### src/hdl/unf_pkg.sv
// Package for the URL path normalizer: word types, scan modes and helper functions.
// Depends on nothing; used by every module of the block except unf_ram.
`default_nettype none
package unf_pkg;

  localparam int MAX_CANON_DEF = 2048;
  localparam int MAX_DEPTH_DEF = 64;
  localparam int PREFIX_KEEP = 13;
  localparam int QUEUE_DEPTH = 4;

  localparam logic [2:0] ST_OK = 3'd0;
  localparam logic [2:0] ST_BAD_ESCAPE = 3'd1;
  localparam logic [2:0] ST_NUL = 3'd2;
  localparam logic [2:0] ST_ABOVE_ROOT = 3'd3;
  localparam logic [2:0] ST_TOO_DEEP = 3'd4;
  localparam logic [2:0] ST_TOO_LONG = 3'd5;

  typedef enum logic [1:0] {
    MODE_NORMAL = 2'd0,
    MODE_HIGH   = 2'd1,
    MODE_LOW    = 2'd2,
    MODE_CUT    = 2'd3
  } mode_t;

  typedef struct packed {
    logic       ch_vld;
    logic [7:0] ch;
    logic       bad;
    logic       fin;
  } ev_t;

  typedef logic [PREFIX_KEEP-1:0][7:0] prefix_t;

  function automatic logic [4:0] hex_nibble(input logic [7:0] c);
    logic [4:0] r;
    r = 5'h10;
    if (c >= 8'h30 && c <= 8'h39) r = {1'b0, 4'(c - 8'h30)};
    else if (c >= 8'h61 && c <= 8'h66) r = {1'b0, 4'(c - 8'h57)};
    else if (c >= 8'h41 && c <= 8'h46) r = {1'b0, 4'(c - 8'h37)};
    return r;
  endfunction

  function automatic logic [7:0] lower_byte(input logic [7:0] c);
    return (c >= 8'h41 && c <= 8'h5A) ? c + 8'd32 : c;
  endfunction

  // The pattern is left-justified: its first byte sits in the top bits.
  function automatic logic pat_match(input prefix_t pfx, input logic [15:0] len,
                                     input logic [8*PREFIX_KEEP-1:0] pat,
                                     input int plen, input logic exact);
    logic ok;
    ok = exact ? (len == 16'(plen)) : (len >= 16'(plen));
    for (int i = 0; i < PREFIX_KEEP; i++) begin
      if (i < plen && lower_byte(pfx[i]) != pat[8*(PREFIX_KEEP-i)-1 -: 8]) ok = 1'b0;
    end
    return ok;
  endfunction

  function automatic logic [8*PREFIX_KEEP-1:0] lj(input logic [8*PREFIX_KEEP-1:0] s,
                                                 input int plen);
    return s << (8 * (PREFIX_KEEP - plen));
  endfunction

  function automatic logic is_gated(input prefix_t pfx, input logic [15:0] len);
    logic g;
    g = pat_match(pfx, len, lj("/api/v1", 7), 7, 1'b1)
      | pat_match(pfx, len, lj("/api/v1/", 8), 8, 1'b0)
      | pat_match(pfx, len, lj("/x402", 5), 5, 1'b1)
      | pat_match(pfx, len, lj("/x402/", 6), 6, 1'b0)
      | pat_match(pfx, len, lj("/wallet", 7), 7, 1'b1)
      | pat_match(pfx, len, lj("/wallet.html", 12), 12, 1'b1)
      | pat_match(pfx, len, lj("/", 1), 1, 1'b1)
      | pat_match(pfx, len, lj("/api/stats", 10), 10, 1'b1)
      | pat_match(pfx, len, lj("/metrics", 8), 8, 1'b1);
    return g;
  endfunction

endpackage
`default_nettype wire

### src/hdl/url_path_normalize_and_gate.sv
// Top level of the URL path normalizer and sensitivity gate.
// Depends on unf_pkg, unf_front, unf_queue and unf_back.
//
// Channel  Direction  Handshake       Word
// in_      input      push/full       path_byte, has_byte, last
// out_     output     empty/pop       status, sensitive, canonical_length, segment_count
//
// One byte per cycle while full is low; a result reaches the ports through the event
// queue and then the result register, once its last byte is accepted.
// The rate is set by the back end, which handles one event word per cycle unless a last word waits.
// Reset is synchronous; no clearing pass is needed.
// A full result register stalls the back end only on a last word; the queue absorbs the rest.
`default_nettype none
module url_path_normalize_and_gate #(
  parameter int MAX_CANON = unf_pkg::MAX_CANON_DEF,
  parameter int MAX_DEPTH = unf_pkg::MAX_DEPTH_DEF
) (
  input  wire logic        clk,
  input  wire logic        rst_n,
  input  wire logic        push,
  output logic             full,
  input  wire logic [7:0]  in_path_byte,
  input  wire logic        in_has_byte,
  input  wire logic        in_last,
  output logic             empty,
  input  wire logic        pop,
  output logic [2:0]       out_status,
  output logic             out_sensitive,
  output logic [11:0]      out_canonical_length,
  output logic [6:0]       out_segment_count
);
  logic         acc, fe_vld, q_vld, q_take, out_vld;
  unf_pkg::ev_t fe_ev, q_ev;

  assign acc = push && !full;
  assign empty = !out_vld;

  unf_front u_front (
    .clk(clk), .rst_n(rst_n), .acc(acc), .path_byte(in_path_byte),
    .has_byte(in_has_byte), .last(in_last), .ev_vld(fe_vld), .ev(fe_ev)
  );

  unf_queue u_queue (
    .clk(clk), .rst_n(rst_n), .wr(fe_vld), .wdata(fe_ev), .full(full),
    .rd(q_take), .vld(q_vld), .rdata(q_ev)
  );

  unf_back #(.MAX_CANON(MAX_CANON), .MAX_DEPTH(MAX_DEPTH)) u_back (
    .clk(clk), .rst_n(rst_n), .ev_vld(q_vld), .ev(q_ev), .ev_take(q_take),
    .out_pop(pop), .out_vld(out_vld), .out_status(out_status),
    .out_sensitive(out_sensitive), .out_canonical_length(out_canonical_length),
    .out_segment_count(out_segment_count)
  );

`ifndef SYNTHESIS
  a_err_sens: assert property (@(posedge clk) disable iff (!rst_n)
    (!empty && out_status != unf_pkg::ST_OK) |-> out_sensitive)
    else $error("Failed path not marked sensitive.");
  a_err_zero: assert property (@(posedge clk) disable iff (!rst_n)
    (!empty && out_status != unf_pkg::ST_OK) |->
      (out_canonical_length == 12'd0 && out_segment_count == 7'd0))
    else $error("Failed path reports length or segments.");
  a_ok_len: assert property (@(posedge clk) disable iff (!rst_n)
    (!empty && out_status == unf_pkg::ST_OK) |-> (out_canonical_length != 12'd0))
    else $error("Good path with zero length.");
  a_hold: assert property (@(posedge clk) disable iff (!rst_n)
    (!empty && !pop) |=> (!empty && $stable(out_status)))
    else $error("Waiting result changed.");
`endif
endmodule
`default_nettype wire

### src/hdl/unf_ram.sv
// Generic single-port-write RAM with registered read.
// Depends on nothing.
`default_nettype none
module unf_ram #(
  parameter int WIDTH = 8,
  parameter int DEPTH = 16
) (
  input  wire logic                     clk,
  input  wire logic                     we,
  input  wire logic [$clog2(DEPTH)-1:0] waddr,
  input  wire logic [WIDTH-1:0]         wdata,
  input  wire logic [$clog2(DEPTH)-1:0] raddr,
  output logic      [WIDTH-1:0]         rdata
);
  logic [WIDTH-1:0] mem [DEPTH];

  always_ff @(posedge clk) begin
    if (we) mem[waddr] <= wdata;
    rdata <= mem[raddr];
  end
endmodule
`default_nettype wire

### src/hdl/unf_front.sv
// Front end: cuts at query or fragment, decodes percent escapes, emits event words.
// Depends on unf_pkg.
`default_nettype none
module unf_front (
  input  wire logic          clk,
  input  wire logic          rst_n,
  input  wire logic          acc,
  input  wire logic [7:0]    path_byte,
  input  wire logic          has_byte,
  input  wire logic          last,
  output logic               ev_vld,
  output unf_pkg::ev_t       ev
);
  unf_pkg::mode_t mode_r, mode_nxt;
  logic [3:0] hi_r, hi_nxt;
  logic [4:0] nib;
  logic       is_cut;

  assign nib = unf_pkg::hex_nibble(path_byte);
  assign is_cut = (path_byte == 8'h3F) || (path_byte == 8'h23);

  always_comb begin
    mode_nxt = mode_r;
    hi_nxt = hi_r;
    if (acc) begin
      if (has_byte && mode_r != unf_pkg::MODE_CUT) begin
        if (is_cut) begin
          mode_nxt = unf_pkg::MODE_CUT;
        end else if (mode_r == unf_pkg::MODE_NORMAL) begin
          if (path_byte == 8'h25) mode_nxt = unf_pkg::MODE_HIGH;
        end else if (nib[4]) begin
          mode_nxt = unf_pkg::MODE_CUT;
        end else if (mode_r == unf_pkg::MODE_HIGH) begin
          hi_nxt = nib[3:0];
          mode_nxt = unf_pkg::MODE_LOW;
        end else begin
          mode_nxt = unf_pkg::MODE_NORMAL;
        end
      end
      if (last) mode_nxt = unf_pkg::MODE_NORMAL;
    end
  end

  always_comb begin
    ev = '0;
    ev.fin = last;
    if (has_byte && mode_r != unf_pkg::MODE_CUT) begin
      if (is_cut) begin
        ev.bad = (mode_r != unf_pkg::MODE_NORMAL);
      end else if (mode_r == unf_pkg::MODE_NORMAL) begin
        if (path_byte != 8'h25) begin
          ev.ch_vld = 1'b1;
          ev.ch = path_byte;
        end
      end else if (nib[4]) begin
        ev.bad = 1'b1;
      end else if (mode_r == unf_pkg::MODE_LOW) begin
        ev.ch_vld = 1'b1;
        ev.ch = {hi_r, nib[3:0]};
      end
    end
    if (last && !(has_byte && !is_cut && mode_r == unf_pkg::MODE_LOW && !nib[4])
        && (mode_r == unf_pkg::MODE_LOW || mode_r == unf_pkg::MODE_HIGH ||
            (has_byte && mode_r == unf_pkg::MODE_NORMAL && path_byte == 8'h25))) begin
      ev.bad = 1'b1;
    end
    ev_vld = acc && (ev.ch_vld || ev.bad || ev.fin);
  end

  always_ff @(posedge clk) begin
    if (!rst_n) begin
      mode_r <= unf_pkg::MODE_NORMAL;
    end else begin
      mode_r <= mode_nxt;
    end
    hi_r <= hi_nxt;
  end
endmodule
`default_nettype wire

### src/hdl/unf_queue.sv
// Short queue of event words between the front end and the back end.
// Depends on unf_pkg.
`default_nettype none
module unf_queue (
  input  wire logic         clk,
  input  wire logic         rst_n,
  input  wire logic         wr,
  input  wire unf_pkg::ev_t wdata,
  output logic              full,
  input  wire logic         rd,
  output logic              vld,
  output unf_pkg::ev_t      rdata
);
  localparam int AW = $clog2(unf_pkg::QUEUE_DEPTH);
  unf_pkg::ev_t mem_r [unf_pkg::QUEUE_DEPTH];
  logic [AW-1:0] wp_r, rp_r;
  logic [AW:0]   cnt_r;

  assign full = (cnt_r == (AW+1)'(unf_pkg::QUEUE_DEPTH));
  assign vld = (cnt_r != '0);
  assign rdata = mem_r[rp_r];

  always_ff @(posedge clk) begin
    if (!rst_n) begin
      wp_r <= '0;
      rp_r <= '0;
      cnt_r <= '0;
    end else begin
      if (wr) wp_r <= wp_r + 1'b1;
      if (rd) rp_r <= rp_r + 1'b1;
      cnt_r <= cnt_r + (AW+1)'(wr) - (AW+1)'(rd);
    end
    if (wr) mem_r[wp_r] <= wdata;
  end
endmodule
`default_nettype wire

### src/hdl/unf_back.sv
// Back end: segment stack, dot resolution, length and error tracking, verdict register.
// Depends on unf_pkg and unf_ram.
`default_nettype none
module unf_back #(
  parameter int MAX_CANON = unf_pkg::MAX_CANON_DEF,
  parameter int MAX_DEPTH = unf_pkg::MAX_DEPTH_DEF
) (
  input  wire logic         clk,
  input  wire logic         rst_n,
  input  wire logic         ev_vld,
  input  wire unf_pkg::ev_t ev,
  output logic              ev_take,
  input  wire logic         out_pop,
  output logic              out_vld,
  output logic [2:0]        out_status,
  output logic              out_sensitive,
  output logic [11:0]       out_canonical_length,
  output logic [6:0]        out_segment_count
);
  localparam int LW = $clog2(MAX_CANON + 1);
  localparam int DW = $clog2(MAX_DEPTH + 1);
  localparam int AW = $clog2(MAX_DEPTH);

  logic [LW-1:0] len_r, len_nxt, cs_r, cs_nxt, top_r, rdata;
  logic [DW-1:0] dep_r, dep_nxt;
  logic [1:0]    dot_r, dot_nxt;
  logic          ins_r, ins_nxt, pend_r;
  logic [2:0]    err_r, err_nxt;
  unf_pkg::prefix_t pfx_r, pfx_nxt;
  logic          push, pop, do_end;
  logic [AW-1:0] raddr;
  logic [DW-1:0] dep_m1;

  assign ev_take = ev_vld && (!ev.fin || !out_vld || out_pop);

  unf_ram #(.WIDTH(LW), .DEPTH(MAX_DEPTH)) u_stack (
    .clk(clk), .we(push), .waddr(dep_r[AW-1:0]), .wdata(cs_nxt),
    .raddr(raddr), .rdata(rdata)
  );

  always_comb begin
    len_nxt = len_r; cs_nxt = cs_r; dep_nxt = dep_r; dot_nxt = dot_r;
    ins_nxt = ins_r; err_nxt = err_r; pfx_nxt = pfx_r;
    push = 1'b0; pop = 1'b0; do_end = 1'b0;
    dep_m1 = dep_r - 1'b1;
    raddr = AW'(dep_m1 - 1'b1);
    if (ev_take) begin
      if (ev.ch_vld) begin
        if (ev.ch == 8'h00) begin
          if (err_nxt == unf_pkg::ST_OK || unf_pkg::ST_NUL < err_nxt) err_nxt = unf_pkg::ST_NUL;
        end else if (err_nxt != unf_pkg::ST_OK) begin
          err_nxt = err_nxt;
        end else if (ev.ch == 8'h2F) begin
          do_end = ins_nxt;
        end else begin
          if (!ins_nxt) begin
            ins_nxt = 1'b1;
            dot_nxt = 2'd0;
            cs_nxt = len_nxt;
            if (dep_nxt != '0) begin
              if (len_nxt >= LW'(MAX_CANON)) begin
                err_nxt = unf_pkg::ST_TOO_LONG;
              end else begin
                if (len_nxt < LW'(unf_pkg::PREFIX_KEEP)) pfx_nxt[len_nxt[3:0]] = 8'h2F;
                len_nxt = len_nxt + 1'b1;
              end
            end
          end
          if (err_nxt == unf_pkg::ST_OK) begin
            dot_nxt = (ev.ch == 8'h2E && dot_nxt < 2'd2) ? dot_nxt + 1'b1 : 2'd3;
            if (len_nxt >= LW'(MAX_CANON)) begin
              err_nxt = unf_pkg::ST_TOO_LONG;
            end else begin
              if (len_nxt < LW'(unf_pkg::PREFIX_KEEP)) pfx_nxt[len_nxt[3:0]] = ev.ch;
              len_nxt = len_nxt + 1'b1;
            end
          end
        end
      end
      if (ev.bad) err_nxt = unf_pkg::ST_BAD_ESCAPE;
      if (do_end || (ev.fin && err_nxt == unf_pkg::ST_OK && ins_nxt)) begin
        ins_nxt = 1'b0;
        if (dot_nxt == 2'd1) begin
          len_nxt = cs_nxt;
        end else if (dot_nxt == 2'd2) begin
          len_nxt = cs_nxt;
          if (dep_nxt == '0) begin
            if (err_nxt == unf_pkg::ST_OK || unf_pkg::ST_ABOVE_ROOT < err_nxt)
              err_nxt = unf_pkg::ST_ABOVE_ROOT;
          end else begin
            pop = 1'b1;
            dep_nxt = dep_m1;
            len_nxt = top_r;
          end
        end else if (dep_nxt >= DW'(MAX_DEPTH)) begin
          if (err_nxt == unf_pkg::ST_OK) err_nxt = unf_pkg::ST_TOO_DEEP;
        end else begin
          push = 1'b1;
          dep_nxt = dep_nxt + 1'b1;
        end
      end
    end
    pfx_nxt[0] = 8'h2F;
  end

  always_ff @(posedge clk) begin
    if (!rst_n) begin
      len_r <= LW'(1); cs_r <= '0; dep_r <= '0; dot_r <= '0; ins_r <= 1'b0;
      err_r <= unf_pkg::ST_OK; pend_r <= 1'b0; out_vld <= 1'b0;
    end else begin
      pend_r <= pop && (dep_m1 != '0);
      if (ev_take && ev.fin) begin
        out_vld <= 1'b1;
        len_r <= LW'(1); cs_r <= '0; dep_r <= '0; dot_r <= '0; ins_r <= 1'b0;
        err_r <= unf_pkg::ST_OK;
      end else begin
        if (out_pop && out_vld) out_vld <= 1'b0;
        len_r <= len_nxt; cs_r <= cs_nxt; dep_r <= dep_nxt; dot_r <= dot_nxt;
        ins_r <= ins_nxt; err_r <= err_nxt;
      end
    end
    pfx_r <= pfx_nxt;
    if (push) top_r <= cs_nxt;
    else if (pend_r) top_r <= rdata;
    if (ev_take && ev.fin) begin
      out_status <= err_nxt;
      out_sensitive <= (err_nxt != unf_pkg::ST_OK) || unf_pkg::is_gated(pfx_nxt, 16'(len_nxt));
      out_canonical_length <= (err_nxt != unf_pkg::ST_OK) ? 12'd0 : 12'(len_nxt);
      out_segment_count <= (err_nxt != unf_pkg::ST_OK) ? 7'd0 : 7'(dep_nxt);
    end
  end
endmodule
`default_nettype wire
### config.mk
export PLATFORM = sky130hd
export DESIGN_NAME = url_path_normalize_and_gate
export DESIGN_NICKNAME = d
export VERILOG_FILES = /design/src/hdl/unf_pkg.sv /design/src/hdl/url_path_normalize_and_gate.sv /design/src/hdl/unf_ram.sv /design/src/hdl/unf_front.sv /design/src/hdl/unf_queue.sv /design/src/hdl/unf_back.sv
export SDC_FILE = /design/constraint.sdc
export NUM_CORES = 1
export LEC_CHECK = 0
export BUFFER_PORTS_ARGS = -buffer_cell sky130_fd_sc_hd__buf_2
export CORE_MARGIN = 3
export CORE_UTILIZATION = 25
export CTS_CLUSTER_DIAMETER = 120
export CTS_CLUSTER_SIZE = 24
export DETAILED_ROUTE_END_ITERATION = 7
export GPL_ROUTABILITY_DRIVEN = 0
export PLACE_DENSITY = 0.35
export SLEW_MARGIN = 10
export SYNTH_ARGS = -nofsm -noshare
export SYNTH_HDL_FRONTEND = slang
export SYNTH_SLANG_ARGS = --single-unit
### constraint.sdc
create_clock -name clk -period 6.3 [get_ports clk]
set_clock_uncertainty 0.2 [all_clocks]
set_input_delay 0 -clock clk [delete_from_list [all_inputs] [get_ports clk]]
set_output_delay 0 -clock clk [all_outputs]
set_load 0.03 [all_outputs]
# == Word-level counts from Yosys, hierarchy flattened ==
# Memory sizes are Yosys's and may differ from the RTL's. A register that Yosys moved wholly into a read port is not among the register bits.
# Index checks and enable logic that the tools add are counted.
# op_classes
n_addsub,24
order_cmp,42
eq_ne,53
muxes,217
bitwise_logic,18
n_reduce_logical,69
# op_table
op,count
2-to-1 mux 104 bit,12
2-to-1 mux 96 bit,5
2-to-1 mux 12 bit,27
!= test 8 x 7 -> 1 bit (second input constant),26
bitwise mux 104 bit,1
>= comparator 8 x 7 -> 1 bit (second input constant),13
<= comparator 8 x 7 -> 1 bit (second input constant),13
2-to-1 mux 8 bit,13
2-to-1 mux 1 bit,95
adder 8 x 6 -> 8 bit (second input constant),11
2-to-1 mux 3 bit,25
!= test 8 x 6 -> 1 bit (second input constant),9
bitwise OR 65 bit,1
demux 8 bit (select 4 bit),2
2-to-1 mux 9 bit,5
2-to-1 mux 2 bit,22
2-to-1 mux 7 bit,6
== test 8 x 6 -> 1 bit (second input constant),5
AND 39 bit,1
inverter 39 bit,1
== test 12 x 4 -> 1 bit (second input constant),3
logical AND 1 bit,33
adder 12 x 1 -> 12 bit (second input constant),2
== test 12 x 3 -> 1 bit (second input constant),2
other kinds (42),90
# totals
regBits,183
ram_bits,812
inputBits,14
output_inout_bits,25
elab_cells,455
memories,2
# memory_table
memory,words,word_bits,read_ports,rd_ports_with_merged_regs,write_ports,line_no,rtl
u_back.u_stack.mem,64,12,1,1,1,unf_ram.sv:15,logic [WIDTH-1:0] mem [DEPTH];
u_queue.mem_r,4,11,1,1,1,unf_queue.sv:15,unf_pkg::ev_t mem_r [unf_pkg::QUEUE_DEPTH];

# == Depth between registers and ports, before layout ==
# Gate-level depths: netlist (run 1).
# logic_depth
ltp_word,45
depth_mapped,28
ltp_nobuf,26

# == By module ==
# Synthesis (run 1) repeated with hierarchy kept, for this count alone.
# unflattened
hier_cells,2808
area_unflattened_um2,43115.1
# by_module_without_submodules
module,instances,cells_each,area_per_inst_um2,seq_area_each_um2
unf_ram,1,1324,29871.1,23302.3
unf_back,1,1284,10359.9,3593.4
unf_queue,1,100,2033.2,1501.4
unf_front,1,98,833.3,160.2
url_path_normalize_and_gate,1,2,17.5,0.0

# == Least setup slack after synthesis (run 1) ==
# OpenSTA, ideal clock, no wires.
# synth_path
kind,register to register
startpoint,register u_back.dep_r[0]
endpoint,"register u_back.out_sensitive, data pin"
setup_ns,0.259
arrival_ns,5.095
required_ns,5.841
slack_ns,0.746
path_stages_with_launch,28
cell_sequence,dfxtp_1 clkbuf_1 clkinv_1 ha_1 or3b_1 buf_6 o21ai_4 mux2i_1 inv_1 ha_1 nand2_1 a21oi_1 nand3_1 a21oi_1 inv_1 a22oi_1 inv_1 ha_1 nor2b_1 or3_1 mux2i_1 nor4_1 and4b_1 nand4_1 nor4_1 o2111ai_1 o311ai_1 a211o_1
# synth_lines
element,line_no,rtl
from (decl),unf_back.sv:25,"logic [DW-1:0] dep_r, dep_nxt;"
from (signal assigned),unf_back.sv:118,len_r <= len_nxt; cs_r <= cs_nxt; dep_r <= dep_nxt; dot_r <= dot_nxt;
to (signal assigned),unf_back.sv:127,"out_sensitive <= (err_nxt != unf_pkg::ST_OK) || unf_pkg::is_gated(pfx_nxt, 16'(len_nxt));"
to (decl),unf_back.sv:16,"output logic out_sensitive,"

==> results of run 1 <==
[kinds of logic after synthesis]
logic type	after synthesis	share of synthesized area, %
buffers and inverters	241	2.21
AO/OA/AOI/OAI	503	7.86
multiplexers	298	12.8
AND/OR/NAND/NOR	755	9.11
XOR/XNOR	31	0.630
flip-flops	1001	66.3
adder cells (fa/ha/maj)	37	1.09
[per-stage QoR]
step | hold slack [ns] | cells | worst slack (ns) | area, µm²
floorplan | -0.101 | 2866 | 0.746 | 43100
global placement | 0.118 | 5242 | 0.0249 | 47200
detailed placement | 0.125 | 5242 | -0.0508 | 47200
CTS | 0.0187 | 5343 | 0.196 | 48800
global route | 0.0578 | 5343 | 0.0122 | 48800
finish | 0.0626 | 5344 | 0.362 | 48800
[layout by cell type (no fill, tap or decap), types with 61 or more instances in the layout]
cell and count:
a211oi_1 95, o21ai_0 66, mux2i_1 83, buf_4 204, dfxtp_1 148, edfxtp_1 851
nor2_1 240, mux4_2 203, a21oi_1 145, nand2_1 132, nor2b_1 70, inv_1 61
[path summary, 6_finish.rpt]
path                                        from                    to  slack, ns  cells past startpoint
worst max register to register   u_back.dep_r[1]  u_back.out_sensitive       0.36                     18
worst max-delay path             u_back.dep_r[1]  u_back.out_sensitive       0.36                     18
worst min register to register  u_back.pfx_r[15]      u_back.pfx_r[15]       0.25                      2
worst min-delay path                     in_last   u_queue.mem_r[0][0]       0.06                      2
[state kept, by name, summed over array words and instances, names as in the netlist, 3 cells and up, named ones only]
register	count
u_back.out_canonical_length	12
u_back.out_segment_count	7
u_queue.mem_r	44
u_back.out_status	3
u_back.dep_r	7
u_back.err_r	3
u_back.cs_r	12
u_back.u_stack.rdata	12
u_back.len_r	12
u_back.top_r	12
u_queue.cnt_r	3
u_back.pfx_r	88
u_back.u_stack.mem	768
u_front.hi_r	4
[synth_stat cells (all sizes together), types with 13 or more instances]
| cell | instances | area, µm² |
|---|---|---|
| a211oi | 96 | 726 |
| ha | 36 | 450 |
| mux4 | 203 | 4570 |
| buf | 54 | 253 |
| nor2 | 241 | 907 |
| or3 | 22 | 138 |
| nor4 | 28 | 218 |
| a31oi | 15 | 93.8 |
| xnor2 | 23 | 201 |
| and3 | 20 | 125 |
| and2 | 24 | 150 |
| clkbuf | 111 | 417 |
| o211ai | 13 | 97.6 |
| nand3 | 49 | 263 |
| nor2b | 71 | 447 |
| o21ai | 79 | 418 |
| nand4 | 19 | 119 |
| a21oi | 148 | 759 |
| inv | 74 | 278 |
| nand2 | 132 | 495 |
| dfxtp | 150 | 3000 |
| a22oi | 13 | 97.6 |
| nor3 | 57 | 308 |
| edfxtp | 851 | 25600 |
| mux2i | 84 | 841 |
[power groups by stage]
stage / logic [µW] / registers [µW] / clock network [µW]
after CTS: 6510 / 7940 / 3900
after global placement: 6460 / 8080 / 0
after detailed placement: 6470 / 8090 / 0
after floorplan: 3720 / 8100 / 0
after global routing: 6880 / 7970 / 4100
final: 6370 / 7940 / 3700
[metal layers]
layer | share of wire, % | up-vias | GRT usage [%]
met5 | 0 | - | 0
met4 | 2.0 | 0 | 3.28
met3 | 3.9 | 130 | 1.69
met2 | 49 | 581 | 25.4
met1 | 45 | 13603 | 20.2
li1 | - | 11523 | -
[worst register-to-register path, stage by stage (launching register included)]
cell and delay, ns:
dfxtp_1 0.33, inv_1 0.19, ha_4 0.22, or3b_1 0.46, buf_4 0.21, o21ai_4 0.30
or3_1 0.19, and2_1 0.21, and2_1 0.42, nand3_2 0.40, nor2b_2 0.38, a2bb2oi_1 0.20
a21oi_1 0.22, o22ai_1 0.13, o31a_1 0.27, or4b_1 0.55, or4b_1 0.53, o311ai_1 0.29
a211o_1 0.14
[layout make-up]
type	instances	area, µm²	share of cell area, %
flip-flops and latches	1001	28600	58.5
clock inverters	9	115	0.236
inverters	76	285	0.584
repair buffers	269	2030	4.16
clock buffers	69	1310	2.68
well taps	2295	2870	5.88
multi-input cells	1624	13700	28.0
diodes	1	2.50	0.00512
[repair_timing]
| action | CTS | global route |
|---|---|---|
| endpoints found under the hold margin | 80 | 0 |
| resized for setup | 1 | 4 |
| setup buffers | 0 | 0 |
| setup endpoints to repair | 1 | 1 |
| hold buffers | 23 | 0 |
==> run metrics, run 1 <==
Synth-to-Final Area Change=13.3%; Longest Clk Path Bufs=3; Tot GR Track Use=between 10% and 20%; Initial DRT Pass Iterations=7; Worst VDD drop=0.227 mV; clock slew at reported path FFs=0.11 ns; post-synthesis cell count=around 2,900; Final Hold Fails=0; CP bufs+invs=2; core area=170,000 µm²; EDFF count, synth=about 850; crit path capture type=flop; Setup violations, final=0; vias in the first global route=26,638; arrival time of the worst setup path=between 6 and 7 ns; Final Cycle Share=94.3%; Initial Util=between 20% and 30%; total power=18,000 µW; power density cells=369 nW/µm²; FILL cells=approximately 17,000; NetSw=6740 µW; slowest cell delay on critical path=approximately 0.55 ns; Hold Crit Class=input port to flop; post-layout min period=5.94 ns; largest net degree at the start of global routing=84; setup TNS=0 ns; H-tree depth=2; status=completed; wire length per cell after detailed routing=25.3 µm; Unique masters post-synth=104; drt total wl=roughly 130 mm; FF+latch count, synth=1,001; Slew HR=between 10% and 20%; Num Clock Sinks=1,001; Warnings, synthesis=0; first-pass GRT wire length=196 mm; Iteration-0 DRC Markers=between 2,000 and 2,500; RSZ-0062 raised after global routing=false; cts bufs inserted=49; CP Class=flop to flop; layout cell share with drive strength beyond 1=18.9%; # rows=between 150 and 200; die area=177,000 µm²; Crit path max-delay family=simple AND/OR/NAND/NOR gates; Worst Setup Start Kind=flop; Pleak=0.0156 µW; fmax=between 150 and 200 MHz; clock power share=20.5%; root buf cell=clkbuf_16; DR vias/cell=4.83; Critical Path, Cell by Cell=inv_1, ha_4, or3b_1, buf_4, o21ai_4, or3_1, and2_1, and2_1, nand3_2, nor2b_2, a2bb2oi_1, a21oi_1, o22ai_1, o31a_1, or4b_1, or4b_1, o311ai_1, a211o_1; detailed-route via count=25,837; count of input and output buffers=38; internal power=about 11,000 µW; Sw Ratio=37.5%; combinational share of power=35.4%; Post-synth ARST share=0%; Slew @ Worst Pin=1.21 ns; Antenna Nets Post-Route=0; grt total ovfl=0; CP max FO=11; Reg power frac=44.1%; Die H=421 µm; DRC viols=0; Slew Limit Fails=0; Mapped Area=43,100 µm²; slowest CP cell=or4b_1; antenna violations before repair=0; Nets=3,072; DP Wirelength=roughly 90 mm; syn nets=2,917; CTS tree=done; Die X=421 µm; syn avg cell area=15.0 µm²; Synth Flop Type=edfxtp_1; Seq/Total Area, Yosys=around 66%; Data required, critical path=6.65 ns; I/O Pins=39; worst skew pair latency=0.69 ns; fin util=28.7%; Max Cap Viol=0
Power figures use the tool's default switching activity.
==> run 2: changes to the inputs <==
==> constraint.sdc (replaced) <==
create_clock -name clk -period 6.3 [get_ports clk]
set_clock_uncertainty 0.2 [all_clocks]
set_input_delay 0.945 -clock clk [delete_from_list [all_inputs] [get_ports clk]]
set_output_delay 0.945 -clock clk [all_outputs]
set_load 0.03 [all_outputs]
==> run metrics, run 2 (synthesis gave the netlist of run 1 again) <==
status=completed; Worst VDD drop=0.225 mV (-1.2%); largest net degree at the start of global routing=84 (unchanged); H-tree depth=2 (unchanged); Post-CTS Setup Bufs=0 (unchanged); vias in the first global route=26,545 (-0.35%); NetSw=6730 µW (-0.24%); cts bufs inserted=49 (unchanged); CP Class=flop to flop; post-layout min period=5.93 ns (-0.00631 ns); Data required, critical path=6.65 ns (about the same); CTS tree=done; DR vias/cell=4.84 (+0.11%); die area=177,000 µm² (unchanged); arrival time of the worst setup path=6.28 ns (about the same); Tot GR Track Use=14.8% (-0.023 points); Final Hold Fails=0 (unchanged); DP Wirelength=89.8 mm (unchanged); most frequent cells in the layout=851 x edfxtp_1, 240 x nor2_1, 204 x buf_4, 203 x mux4_2, 148 x dfxtp_1; core area=170,000 µm² (unchanged); Longest Clk Path Bufs=3 (unchanged); Die X=421 µm (unchanged); Slew Limit Fails=0 (unchanged); Antenna Nets Post-Route=0 (unchanged); CP max FO=11 (unchanged); first-pass GRT wire length=196 mm (-0.19%); Synth-to-Final Area Change=12.8%; Max Cap Viol=0 (unchanged); Num Clock Sinks=1,001 (unchanged); Multi-input gate area=13,700 µm² (unchanged); Die H=421 µm (unchanged); root buf cell=clkbuf_16; Setup violations, final=0 (unchanged); internal power=11,200 µW (about the same); fmax=169 MHz (+0.11%); # rows=151 (unchanged); layout cell share with drive strength beyond 1=19.0% (+0.14 points); Reg power frac=44.1% (about the same); Iteration-0 DRC Markers=2,207 (+6.2%); Initial Util=25.3% (unchanged); grt total ovfl=0 (unchanged); fin util=28.5% (-0.14 points); count of input and output buffers=38 (unchanged); Nets=3,049 (-0.75%); register area=28,600 µm² (unchanged); I/O Pins=39 (unchanged); Slew HR=18.4% (-0.83 points); Pleak=0.0155 µW (-0.73%); hold_ws=0.248 ns (+0.186 ns); Worst Setup Start Kind=flop; Biggest register=u_back.u_stack.mem; detailed-route via count=25,753 (-0.33%); Final Cycle Share=94.2% (-0.10 points); wire length per cell after detailed routing=25.3 µm (+0.17%); crit path capture type=flop; FILL cells=17,210 (+0.14%); max reg flops=768 (unchanged); combinational share of power=35.3% (about the same); leading cell type in the layout, fill and taps excluded=edfxtp_1; cell area after layout=48,600 µm² (-0.47%); placed inst area=47,200 µm² (unchanged); clock power share=20.5% (about the same); Slew @ Worst Pin=1.22 ns (+0.00433 ns); Sw Ratio=37.4% (about the same); Top Registers=u_back.u_stack.mem (768), u_back.pfx_r (88), u_queue.mem_r (44); Initial DRT Pass Iterations=5 (-2); drt total wl=135 mm (-0.26%); RSZ-0062 raised after global routing=false; Hold Crit Class=flop to flop; worst skew pair latency=0.69 ns (about the same); antenna violations before repair=0 (unchanged); DRC viols=0 (unchanged); clock slew at reported path FFs=0.11 ns (about the same); power density cells=370 nW/µm² (+0.33%)
-- run 2: cell types whose count changed in the layout (fill, tap and decap cells not counted), sizes merged --
cell         delta
dlygate4sd3    -23
-- run 2: worst max-delay path, stage by stage, from the launching register on --
cell and delay (ns):
dfxtp_1 0.33, inv_1 0.19, ha_4 0.22, or3b_1 0.46, buf_4 0.21, o21ai_4 0.30
or3_1 0.19, and2_1 0.21, and2_1 0.42, nand3_2 0.39, nor2b_2 0.38, a2bb2oi_1 0.19
a21oi_1 0.22, o22ai_1 0.13, o31a_1 0.27, or4b_1 0.55, or4b_1 0.53, o311ai_1 0.29
a211o_1 0.14
-- run 2: final timing paths --
| kind | slack, ns | cells past startpoint | from | endpoint |
|---|---|---|---|---|
| setup / recovery | 0.37 | 18 | u_back.dep_r[1] | u_back.out_sensitive |
| hold / removal | 0.25 | 2 | u_back.pfx_r[15] | u_back.pfx_r[15] |
| setup reg to reg | 0.37 | 18 | u_back.dep_r[1] | u_back.out_sensitive |
| hold reg to reg | 0.25 | 2 | u_back.pfx_r[15] | u_back.pfx_r[15] |
-- run 2: final cells by class --
cell class	count	area share, %
diodes	1	0.00515
clock buffers	69	2.70
clock inverters	9	0.237
inverters	76	0.587
multi-input cells	1624	28.1
flip-flops and latches	1001	58.8
well taps	2295	5.91
repair buffers	246	3.71
-- run 2: per-stage QoR --
stage	power [µW]	std cells	TNS [ns]	worst slack, ns
2_1_floorplan	11800	2866	0	0.746
3_3_place_gp	14500	5242	0	0.0249
3_5_place_dp	14600	5242	-0.0508	-0.0508
4_1_cts	18300	5320	0	0.196
5_1_grt	18900	5320	0	0.0122
6_report	18000	5321	0	0.368
-- run 2: timing repair --
item                       CTS  global route
hold buffers                 0             0
setup endpoints to repair    1             1
gates resized for setup      1             4
-- run 2: power by group through the flow --
stage	Clock (µW)	Sequential, µW	Combinational [µW]
detailed placement	0	8090	6470
floorplan	0	8100	3720
finish	3690	7940	6350
CTS	3900	7940	6490
global placement	0	8080	6460
global route	4100	7970	6870
-- run 2: layer usage --
metal  up-vias  part of all wire [%]  GRT usage (%)
met5         -                     0              0
met4         0                   2.0           3.28
met3       134                   3.6           1.71
met1     13551                    45           20.1
li1      11486                     -              -
met2       582                    49           25.3
